==> src/design/rcss_pkg.sv <==
// Shared types and constants for the remote channel select sequencer.
package rcss_pkg;

    localparam int CH_W = 3;
    localparam logic [CH_W-1:0] CH3_IDX = 3'd2;
    localparam logic [CH_W-1:0] CAL_IDX = 3'd3;

    typedef enum logic [3:0] {
        MODE_TICK   = 4'd0,
        MODE_OPEN   = 4'd1,
        MODE_CLOSE  = 4'd2,
        MODE_STOP   = 4'd3,
        MODE_SELECT = 4'd4,
        MODE_P_SEL  = 4'd5,
        MODE_P_UP   = 4'd6,
        MODE_P_DOWN = 4'd7,
        MODE_P_MY   = 4'd8,
        MODE_CAL    = 4'd9
    } mode_t;

    typedef enum logic [2:0] {
        PH_IDLE    = 3'd0,
        PH_RESET   = 3'd1,
        PH_STABLE  = 3'd2,
        PH_CHECK   = 3'd3,
        PH_SELREL  = 3'd4,
        PH_SELNEXT = 3'd5
    } phase_t;

    typedef enum logic [2:0] {
        BTN_NONE   = 3'd0,
        BTN_SELECT = 3'd1,
        BTN_UP     = 3'd2,
        BTN_DOWN   = 3'd3,
        BTN_MY     = 3'd4
    } btn_t;

    typedef enum logic [1:0] {
        ACT_NONE = 2'd0,
        ACT_UP   = 2'd1,
        ACT_DOWN = 2'd2,
        ACT_MY   = 2'd3
    } act_t;

    typedef enum logic [2:0] {
        CFG_PRESS_DURATION = 3'd0,
        CFG_STABLE_DELAY   = 3'd1,
        CFG_PRESS_MARGIN   = 3'd2,
        CFG_MAX_RESETS     = 3'd3,
        CFG_SYNC_INTERVAL  = 3'd4,
        CFG_SYNC_HOLD      = 3'd5,
        CFG_LEDS_PRESENT   = 3'd6
    } cfg_idx_t;

    typedef struct packed {
        logic [15:0] press_duration_ms;
        logic [15:0] stable_delay_ms;
        logic [15:0] press_margin_ms;
        logic [3:0]  reset_press_limit;
        logic [15:0] sync_interval_ms;
        logic [15:0] sync_hold_ms;
        logic        leds_present;
    } cfg_t;

    typedef struct packed {
        btn_t            drive_button;
        logic            ready_res;
        logic [CH_W-1:0] active_channel;
        logic            select_failed;
    } res_t;

    function automatic btn_t act_button(input act_t a);
        btn_t b;
        case (a)
            ACT_UP:   b = BTN_UP;
            ACT_DOWN: b = BTN_DOWN;
            ACT_MY:   b = BTN_MY;
            default:  b = BTN_NONE;
        endcase
        return b;
    endfunction

endpackage

==> src/design/rcss_core.sv <==
// Sequencer state and the single-pass per-item update logic.
module rcss_core
    import rcss_pkg::*;
#(
    parameter int NUM_CHANNELS = 5,
    parameter int TIME_BITS    = 32
)
(
    input  logic            clk,
    input  logic            rst_n,
    input  logic            step_en,
    input  logic [3:0]      mode,
    input  logic [CH_W-1:0] target_idx,
    input  logic            led3_on,
    input  logic            led4_on,
    input  cfg_t            cfg,
    output res_t            res
);

    localparam int CW = TIME_BITS + 1;
    localparam logic [CH_W-1:0] LAST_CH = CH_W'(NUM_CHANNELS - 1);
    localparam logic [3:0] NUM_CH4 = 4'(NUM_CHANNELS);
    localparam logic [3:0] SEL_OFF = 4'(NUM_CHANNELS - 2);

    phase_t                ph_reg, ph_next;
    logic [CH_W-1:0]       ch_reg, ch_next;
    logic [CH_W-1:0]       tgt_reg, tgt_next;
    logic [CH_W-1:0]       pl_reg, pl_next;
    logic [3:0]            rpc_reg, rpc_next;
    act_t                  qa_reg, qa_next;
    btn_t                  hb_reg, hb_next;
    logic                  aor_reg, aor_next;
    logic [TIME_BITS-1:0]  now_reg, now_next;
    logic [TIME_BITS-1:0]  pst_reg, pst_next;
    logic [TIME_BITS-1:0]  wst_reg, wst_next;
    logic [TIME_BITS-1:0]  lsy_reg, lsy_next;
    logic [TIME_BITS-1:0]  ldn_reg, ldn_next;

    logic                  led3, led4, l3only;
    logic                  idx_ok, sel_go, fail;
    logic [3:0]            nsum, nmod;
    logic [CW-1:0]         gap_ms;
    mode_t                 mode_dec;

    assign led3     = cfg.leds_present & led3_on;
    assign led4     = cfg.leds_present & led4_on;
    assign l3only   = led3 & ~led4;
    assign idx_ok   = (target_idx <= LAST_CH);
    assign nsum     = {1'b0, target_idx} + SEL_OFF;
    assign nmod     = (nsum >= NUM_CH4) ? (nsum - NUM_CH4) : nsum;
    assign gap_ms   = CW'(cfg.press_duration_ms) + CW'(cfg.press_margin_ms);
    assign mode_dec = mode_t'(mode);

    always_comb
    begin
        ph_next  = ph_reg;
        ch_next  = ch_reg;
        tgt_next = tgt_reg;
        pl_next  = pl_reg;
        rpc_next = rpc_reg;
        qa_next  = qa_reg;
        hb_next  = hb_reg;
        aor_next = aor_reg;
        now_next = now_reg;
        pst_next = pst_reg;
        wst_next = wst_reg;
        lsy_next = lsy_reg;
        ldn_next = ldn_reg;
        sel_go   = 1'b0;
        fail     = 1'b0;

        case (mode_dec)
            MODE_TICK:
            begin
                now_next = now_reg + 1'b1;
                if (ph_next == PH_IDLE
                    && (now_next - lsy_next) > TIME_BITS'(cfg.sync_interval_ms)
                    && (now_next - ldn_next) > TIME_BITS'(cfg.sync_hold_ms))
                begin
                    if (l3only)
                        ch_next = CH3_IDX;
                    else if (!led3 && led4)
                        ch_next = CAL_IDX;
                    lsy_next = now_next;
                end
                case (ph_next)
                    PH_IDLE:
                    begin
                    end
                    PH_RESET:
                    begin
                        if (hb_next == BTN_NONE)
                        begin
                            ph_next  = PH_STABLE;
                            wst_next = now_next;
                        end
                    end
                    PH_STABLE:
                    begin
                        if ((now_next - wst_next) >= TIME_BITS'(cfg.stable_delay_ms))
                            ph_next = PH_CHECK;
                    end
                    PH_CHECK:
                    begin
                        if (l3only)
                        begin
                            ch_next = CH3_IDX;
                            if (pl_next == '0)
                            begin
                                ph_next  = PH_IDLE;
                                ldn_next = now_next;
                                if (qa_next != ACT_NONE && hb_next == BTN_NONE)
                                begin
                                    hb_next  = act_button(qa_next);
                                    aor_next = 1'b0;
                                    pst_next = now_next;
                                end
                                qa_next = ACT_NONE;
                            end
                            else
                            begin
                                ph_next  = PH_SELREL;
                                wst_next = now_next;
                                hb_next  = BTN_SELECT;
                                aor_next = 1'b1;
                                pst_next = now_next;
                            end
                        end
                        else if (rpc_next >= cfg.reset_press_limit)
                        begin
                            ph_next = PH_IDLE;
                            qa_next = ACT_NONE;
                            fail    = 1'b1;
                        end
                        else
                        begin
                            rpc_next = rpc_next + 4'd1;
                            hb_next  = BTN_SELECT;
                            aor_next = 1'b0;
                            pst_next = now_next;
                            ph_next  = PH_RESET;
                        end
                    end
                    PH_SELREL:
                    begin
                        if (hb_next == BTN_NONE)
                        begin
                            if (pl_next != '0)
                                pl_next = pl_next - 1'b1;
                            if (pl_next == '0)
                            begin
                                ch_next  = tgt_next;
                                ph_next  = PH_IDLE;
                                ldn_next = now_next;
                                if (qa_next != ACT_NONE)
                                begin
                                    hb_next  = act_button(qa_next);
                                    aor_next = 1'b0;
                                    pst_next = now_next;
                                end
                                qa_next = ACT_NONE;
                            end
                            else
                            begin
                                ph_next  = PH_SELNEXT;
                                wst_next = now_next;
                            end
                        end
                    end
                    PH_SELNEXT:
                    begin
                        if ({1'b0, TIME_BITS'(now_next - wst_next)} >= gap_ms)
                        begin
                            hb_next  = BTN_SELECT;
                            aor_next = 1'b1;
                            pst_next = now_next;
                            ph_next  = PH_SELREL;
                        end
                    end
                    default:
                        ph_next = PH_IDLE;
                endcase
                if (hb_next != BTN_NONE
                    && (now_next - pst_next) >= TIME_BITS'(cfg.press_duration_ms))
                begin
                    if (aor_next)
                    begin
                        ch_next  = (ch_next == LAST_CH) ? '0 : ch_next + 1'b1;
                        aor_next = 1'b0;
                    end
                    hb_next = BTN_NONE;
                end
            end
            MODE_OPEN, MODE_CLOSE, MODE_STOP:
            begin
                if (idx_ok)
                begin
                    if (ch_next == target_idx && ph_next == PH_IDLE)
                    begin
                        if (hb_next == BTN_NONE)
                        begin
                            hb_next  = (mode_dec == MODE_OPEN)  ? BTN_UP :
                                       (mode_dec == MODE_CLOSE) ? BTN_DOWN : BTN_MY;
                            aor_next = 1'b0;
                            pst_next = now_next;
                        end
                    end
                    else
                    begin
                        qa_next = (mode_dec == MODE_OPEN)  ? ACT_UP :
                                  (mode_dec == MODE_CLOSE) ? ACT_DOWN : ACT_MY;
                        sel_go  = 1'b1;
                    end
                end
            end
            MODE_SELECT:
                sel_go = idx_ok;
            MODE_P_SEL, MODE_P_UP, MODE_P_DOWN, MODE_P_MY:
            begin
                if (ph_next == PH_IDLE && hb_next == BTN_NONE)
                begin
                    hb_next  = (mode_dec == MODE_P_SEL)  ? BTN_SELECT :
                               (mode_dec == MODE_P_UP)   ? BTN_UP :
                               (mode_dec == MODE_P_DOWN) ? BTN_DOWN : BTN_MY;
                    aor_next = 1'b0;
                    pst_next = now_next;
                end
            end
            MODE_CAL:
                ch_next = CAL_IDX;
            default:
            begin
            end
        endcase

        if (sel_go)
        begin
            // cancel a running selection and drop its select press
            if (ph_next != PH_IDLE)
            begin
                ph_next = PH_IDLE;
                if (hb_next == BTN_SELECT)
                begin
                    hb_next  = BTN_NONE;
                    aor_next = 1'b0;
                end
            end
            if (hb_next == BTN_NONE)
            begin
                if (ch_next == target_idx || (l3only && nmod == 4'd0))
                begin
                    if (ch_next != target_idx)
                    begin
                        tgt_next = target_idx;
                        pl_next  = '0;
                        ch_next  = CH3_IDX;
                    end
                    if (qa_next != ACT_NONE)
                    begin
                        hb_next  = act_button(qa_next);
                        aor_next = 1'b0;
                        pst_next = now_next;
                    end
                    qa_next = ACT_NONE;
                end
                else if (cfg.leds_present)
                begin
                    tgt_next = target_idx;
                    pl_next  = nmod[CH_W-1:0];
                    wst_next = now_next;
                    hb_next  = BTN_SELECT;
                    pst_next = now_next;
                    if (l3only)
                    begin
                        ch_next  = CH3_IDX;
                        ph_next  = PH_SELREL;
                        aor_next = 1'b1;
                    end
                    else
                    begin
                        ph_next  = PH_RESET;
                        rpc_next = 4'd1;
                        aor_next = 1'b0;
                    end
                end
            end
        end
    end

    always_comb
    begin
        res.drive_button   = hb_next;
        res.ready_res      = (ph_next == PH_IDLE) && (hb_next == BTN_NONE);
        res.active_channel = ch_next;
        res.select_failed  = fail;
    end

    always_ff @(posedge clk or negedge rst_n)
    begin
        if (!rst_n)
        begin
            ph_reg  <= PH_IDLE;
            ch_reg  <= '0;
            tgt_reg <= '0;
            pl_reg  <= '0;
            rpc_reg <= '0;
            qa_reg  <= ACT_NONE;
            hb_reg  <= BTN_NONE;
            aor_reg <= 1'b0;
            now_reg <= '0;
            pst_reg <= '0;
            wst_reg <= '0;
            lsy_reg <= '0;
            ldn_reg <= '0;
        end
        else if (step_en)
        begin
            ph_reg  <= ph_next;
            ch_reg  <= ch_next;
            tgt_reg <= tgt_next;
            pl_reg  <= pl_next;
            rpc_reg <= rpc_next;
            qa_reg  <= qa_next;
            hb_reg  <= hb_next;
            aor_reg <= aor_next;
            now_reg <= now_next;
            pst_reg <= pst_next;
            wst_reg <= wst_next;
            lsy_reg <= lsy_next;
            ldn_reg <= ldn_next;
        end
    end

    a_aor_needs_select: assert property (@(posedge clk) disable iff (!rst_n)
        aor_reg |-> hb_reg == BTN_SELECT)
        else $error("advance pending without select held");

    a_selnext_released: assert property (@(posedge clk) disable iff (!rst_n)
        ph_reg == PH_SELNEXT |-> hb_reg == BTN_NONE)
        else $error("button held while waiting for next select press");

    a_presses_range: assert property (@(posedge clk) disable iff (!rst_n)
        pl_reg <= LAST_CH)
        else $error("presses left out of range");

endmodule

==> src/design/remote_channel_select_sequencer.sv <==
// Top level: input stage, config registers, sequencer core and result stage.
// An accepted item waits in the input register; its result goes to the result register.
// Throughput: one item per cycle when not stalled; the single-pass core updates all
// state per item. The input register holds while the result register is stalled.
// Reset (rst_n low, asynchronous) empties both stages, idles the sequencer,
// clears channel, counters and time stamps, and loads the default config.
module remote_channel_select_sequencer
    import rcss_pkg::*;
#(
    parameter int NUM_CHANNELS = 5,
    parameter int TIME_BITS    = 32
)
(
    input  logic            clk,
    input  logic            rst_n,
    input  logic            in_valid,
    output logic            in_stall,
    input  logic [3:0]      mode,
    input  logic [CH_W-1:0] target_idx,
    input  logic            led3_on,
    input  logic            led4_on,
    output logic            out_valid,
    input  logic            out_stall,
    output logic [2:0]      drive_button,
    output logic            ready_res,
    output logic [CH_W-1:0] active_channel,
    output logic            select_failed,
    input  logic            cfg_valid,
    output logic            cfg_ready,
    input  logic [2:0]      cfg_index,
    input  logic [15:0]     cfg_data
);

    logic            in_valid_reg;
    logic [3:0]      mode_reg;
    logic [CH_W-1:0] idx_reg;
    logic            led3_reg, led4_reg;
    logic            out_valid_reg;
    res_t            res_reg, res_next;
    cfg_t            cfg_reg;
    logic            step_en, in_take;

    assign step_en   = in_valid_reg && (!out_valid_reg || !out_stall);
    assign in_stall  = in_valid_reg && !step_en;
    assign in_take   = in_valid && !in_stall;
    assign cfg_ready = 1'b1;

    always_ff @(posedge clk or negedge rst_n)
    begin
        if (!rst_n)
        begin
            cfg_reg.press_duration_ms <= 16'd200;
            cfg_reg.stable_delay_ms   <= 16'd500;
            cfg_reg.press_margin_ms   <= 16'd100;
            cfg_reg.reset_press_limit <= 4'd10;
            cfg_reg.sync_interval_ms  <= 16'd1000;
            cfg_reg.sync_hold_ms      <= 16'd2000;
            cfg_reg.leds_present      <= 1'b1;
        end
        else if (cfg_valid && cfg_ready)
        begin
            case (cfg_idx_t'(cfg_index))
                CFG_PRESS_DURATION: cfg_reg.press_duration_ms <= cfg_data;
                CFG_STABLE_DELAY:   cfg_reg.stable_delay_ms   <= cfg_data;
                CFG_PRESS_MARGIN:   cfg_reg.press_margin_ms   <= cfg_data;
                CFG_MAX_RESETS:     cfg_reg.reset_press_limit <= cfg_data[3:0];
                CFG_SYNC_INTERVAL:  cfg_reg.sync_interval_ms  <= cfg_data;
                CFG_SYNC_HOLD:      cfg_reg.sync_hold_ms      <= cfg_data;
                CFG_LEDS_PRESENT:   cfg_reg.leds_present      <= cfg_data[0];
                default:
                begin
                end
            endcase
        end
    end

    always_ff @(posedge clk or negedge rst_n)
    begin
        if (!rst_n)
        begin
            in_valid_reg  <= 1'b0;
            out_valid_reg <= 1'b0;
        end
        else
        begin
            if (in_take)
                in_valid_reg <= 1'b1;
            else if (step_en)
                in_valid_reg <= 1'b0;
            if (step_en)
                out_valid_reg <= 1'b1;
            else if (!out_stall)
                out_valid_reg <= 1'b0;
        end
    end

    always_ff @(posedge clk)
    begin
        if (in_take)
        begin
            mode_reg <= mode;
            idx_reg  <= target_idx;
            led3_reg <= led3_on;
            led4_reg <= led4_on;
        end
        if (step_en)
            res_reg <= res_next;
    end

    rcss_core #(
        .NUM_CHANNELS (NUM_CHANNELS),
        .TIME_BITS    (TIME_BITS)
    ) u_core (
        .clk         (clk),
        .rst_n       (rst_n),
        .step_en     (step_en),
        .mode        (mode_reg),
        .target_idx  (idx_reg),
        .led3_on     (led3_reg),
        .led4_on     (led4_reg),
        .cfg         (cfg_reg),
        .res         (res_next)
    );

    assign out_valid      = out_valid_reg;
    assign drive_button   = res_reg.drive_button;
    assign ready_res      = res_reg.ready_res;
    assign active_channel = res_reg.active_channel;
    assign select_failed  = res_reg.select_failed;

    a_stall_only_when_blocked: assert property (@(posedge clk) disable iff (!rst_n)
        in_stall |-> out_valid_reg && out_stall)
        else $error("input stalled while result stage can drain");

    a_failed_is_idle: assert property (@(posedge clk) disable iff (!rst_n)
        out_valid_reg && res_reg.select_failed |-> res_reg.ready_res)
        else $error("select failure reported while not ready");

    a_channel_range: assert property (@(posedge clk) disable iff (!rst_n)
        out_valid_reg |-> res_reg.active_channel <= CH_W'(NUM_CHANNELS - 1))
        else $error("active channel out of range");

endmodule
==> config.mk <==
export PLATFORM = sky130hd
export DESIGN_NAME = remote_channel_select_sequencer
export DESIGN_NICKNAME = d
export VERILOG_FILES = /design/src/design/rcss_pkg.sv /design/src/design/rcss_core.sv /design/src/design/remote_channel_select_sequencer.sv
export SDC_FILE = /design/constraint.sdc
export NUM_CORES = 1
export LEC_CHECK = 0
export BUFFER_PORTS_ARGS = -buffer_cell sky130_fd_sc_hd__clkbuf_2
export CORE_UTILIZATION = 55
export CTS_BUF_LIST = sky130_fd_sc_hd__clkbuf_4 sky130_fd_sc_hd__clkbuf_8 sky130_fd_sc_hd__clkbuf_16
export CTS_CLUSTER_SIZE = 25
export DETAILED_ROUTE_END_ITERATION = 8
export PLACE_DENSITY = 0.71
export SETUP_SLACK_MARGIN = 0.1
export SLEW_MARGIN = 20
export SYNTH_ARGS = -nofsm -noshare
export SYNTH_HDL_FRONTEND = slang
export SYNTH_HIERARCHICAL = 1
export SYNTH_SLANG_ARGS = --single-unit
export TNS_END_PERCENT = 10
==> constraint.sdc <==
create_clock -name clk -period 16.2 [get_ports clk]
set_input_delay 0 -clock clk [delete_from_list [all_inputs] [get_ports clk]]
set_output_delay 0 -clock clk [all_outputs]
set_load 0.02 [all_outputs]
==> flow_summary.yaml <==
critical_path:
  r2r-end: "u_core/pst_reg[4]"
  r2r_setup_slack_ns: 1.03
  arrival_ns: 15.62
  required_ns: 16.65
  cp_max_fo: 32
  cp_slowest_cell: "or4b_2"
  cp.depth: 54
  worst_r2r_path_depth: 54
  end_kind: "flip-flop"
  cp_num_buf_inv: 5
  startpoint: "u_core/now_reg[0]"
  crit_end: "u_core/pst_reg[4]"
  critPathTopFamily: "simple AND/OR/NAND/NOR gates"
  cp_slowest_stage_delay_ns: 0.67
  worstReg2RegStart: "u_core/now_reg[0]"
  path_class: "reg -> reg"
  start_kind: "flip-flop"
layout:
  syn_to_final_growth_pct: 8.53
  layout_commonest_cell: "a21oi_1"
  mostFrequentLayoutCells: "a21oi_1, nor2_1, nand2_1"
  drive_gt1_share_pct: 10.4
  largest_register_ffs: 85
  postLayoutCoreUtil_pct: 60.8
  fin_area_mm2: 0.0299
  stdcell_count: 4120
  nets: 3706
  num_antenna_cells: 0
run_status:
  outcome: "complete, no violations"
timing:
  finalSetupViolations: 0
  min_period_ns: 15.17
  setup_tns_ns: 0
  period_share_pct: 93.6
  clock_skew_ns: 0.0321
  rsz0062_at_grt: "false"
  worstMarginPinSlew_ns: 1.15
  slew_headroom_pct: 22.5
  fmax_mhz: 65.9
  whs_ns: 0.140
  drv_slew: 0
  setup_slack_ns: 1.03
  final_hold_viol_count: 0
flow_run:
  maxCapViolations: 0
clock_network:
  cts_tree: "done"
  ctsResizeCount: 0
  path_clk_slew_ns: 0.06
  htreeDepth: 2
  clk_latency_ns: 0.57
  cts_setup_buffers: 0
  cts_sinks: 286
  root_buffer: "clkbuf_16"
  numCtsBuffers: 37
  cts.path.max_buffers: 3
place:
  pre_cts_ws_ns: 1.52
  portBuffers: 42
  gp_congestion: 1.04
  hpwl_um: 71800
  post_dp_cell_area_mm2: 0.0283
  dp_cells: 4017
drt:
  routedWlPerCell_um: 23.4
  dr.pass1.iters: 6
  drc: 0
  dr_total_vias: 27200
  routed_via_density: 6.61
  totalWireLength_um: 96200
  drt_iter0_drc: 2979
  postRouteAntennaNets: 0
die:
  die_y_um: 226
  fp.dieW_um: 226
  io_pins: 44
  start_util_pct: 56.0
  core-area_mm2: 0.0493
  dieArea_mm2: 0.0511
  row_count: 81
synthesis:
  yosysTopAreaCellShare_pct: 21.9
  yosys_warnings: 6
  syn_inst: 3441
  synth_cell_types: 110
  ys.flop_type: "dfrtp_1"
  yosysTopAreaCell: "dfrtp_1"
  synth.top_cells.by_area: "dfrtp_1, ha_1, a21oi_1, o21ai_0, nor2_1"
  async_flop_share_pct: 94.1
  yosys_register_bits: 286
  avgSynthCellArea_um2: 8.02
  synthesis.nets: 3720
  synth-edff-count: 17
  syn_area_mm2: 0.0276
  ys_seq_area_share_pct: 26.4
power:
  sw_frac_of_total_pct: 47.1
  combPwrFrac_pct: 60.3
  power_switching_mw: 2.30
  seqPwrFrac_pct: 22.1
  p_total_mw: 4.89
  power-per-cell-area_mw_per_mm2: 163
  p_clk_share_pct: 17.6
  p_leak_nw: 13.6
  ir_drop_mv: 0.107
  p_int_mw: 2.59
worst_hold_path:
  min_path_type: "in -> reg"
global_routing:
  grt_pass1_wl_um: 148000
  grt.overflow.total: 0
  grt_pass1_vias: 26000
  antenna_found_initial: 1
  grt_max_degree: 76
  grt_use_total_pct: 37.5
## synth_stat cells, types with 19 or more instances
library cell  number
buf_2             19
dfstp_2           27
ha_1             241
a31oi_1           24
mux2i_1           37
nand2b_1          40
o21ai_0          269
a21o_1            55
clkbuf_1         142
nor4_1            22
inv_1            259
nand2_1          286
xor2_1            75
xnor2_1          113
o21bai_1          20
nand4_1           48
o31ai_1           21
nor2b_1           29
nor3_1            65
nor2_1           303
nand3_1           64
a21oi_1          332
a211oi_1          32
mux2_4            30
and2_1            21
mux2_2            90
or3_1             19
dfrtp_1          242
o21a_1            54
o211ai_1          30
a22oi_1           36
and3_1            30
o22ai_1           46
## layer usage
| layer | vias up | track usage, % | part of all wire (%) |
|---|---|---|---|
| met2 | 1371 | 61.9 | 46 |
| li1 | 12400 | - | - |
| met4 | 0 | 18.4 | 5.1 |
| met1 | 13100 | 47.3 | 40 |
| met5 | - | 0 | 0 |
| met3 | 296 | 6.53 | 9.0 |
## power by group through the flow
| stage | clock network, mW | registers (mW) | logic, mW |
|---|---|---|---|
| after floorplan | 0 | 1.04 | 2.10 |
| after global placement | 0 | 1.08 | 2.76 |
| after detailed placement | 0 | 1.09 | 2.84 |
| after CTS | 0.873 | 1.08 | 2.88 |
| after global routing | 0.897 | 1.11 | 3.23 |
| final | 0.860 | 1.08 | 2.95 |
## timing repair
item / in CTS / in global routing
setup endpoints to repair: 0 / 0
endpoints found under the hold margin: 163 / 0
hold buffers: 35 / 0
## layout make-up
type | count | area, µm²
well taps | 664 | 831
inverters | 259 | 972
fillers | 4469 | 19300
multi-input cells | 2712 | 18600
repair buffers | 131 | 1010
clock inverters | 17 | 194
clock buffers | 51 | 1070
flip-flops and latches | 286 | 7280
## how the worst min path moves through the flow
stage | cells past startpoint | endpoint | from | slack, ns
floorplan | 0 | cfg_reg[12] | rst_n | -0.30
global placement | 1 | out_valid | rst_n | -0.02
detailed placement | 1 | out_valid | rst_n | -0.02
CTS | 2 | mode_reg[2] | mode[2] | 0.13
global route | 2 | mode_reg[1] | mode[1] | 0.14
finish | 2 | mode_reg[3] | mode[3] | 0.14
## worst reg2reg max path, delay by kind of cell, from the launching register on
kind / cells / cell delay [ns]
compound gates: 18 / 3.73
simple gates: 23 / 6.85
flops: 1 / 0.61
buf+inv: 5 / 1.35
xor+xnor: 2 / 0.54
mux: 2 / 0.65
fa+ha+maj: 4 / 1.35
## logic make-up (layout without fill, tap and decap cells)
group | after synthesis | after routing | synth area share, %
compound gates | 1104 | 1104 | 25.1
simple gates | 1006 | 1006 | 17.6
buf+inv | 443 | 458 | 6.55
flops | 286 | 286 | 26.4
fa+ha+maj | 248 | 248 | 11.4
xor+xnor | 189 | 189 | 6.03
mux | 164 | 164 | 6.93
other cells | 1 | 1 | 0.0136
Note: power is estimated with default switching activity, not from simulation.
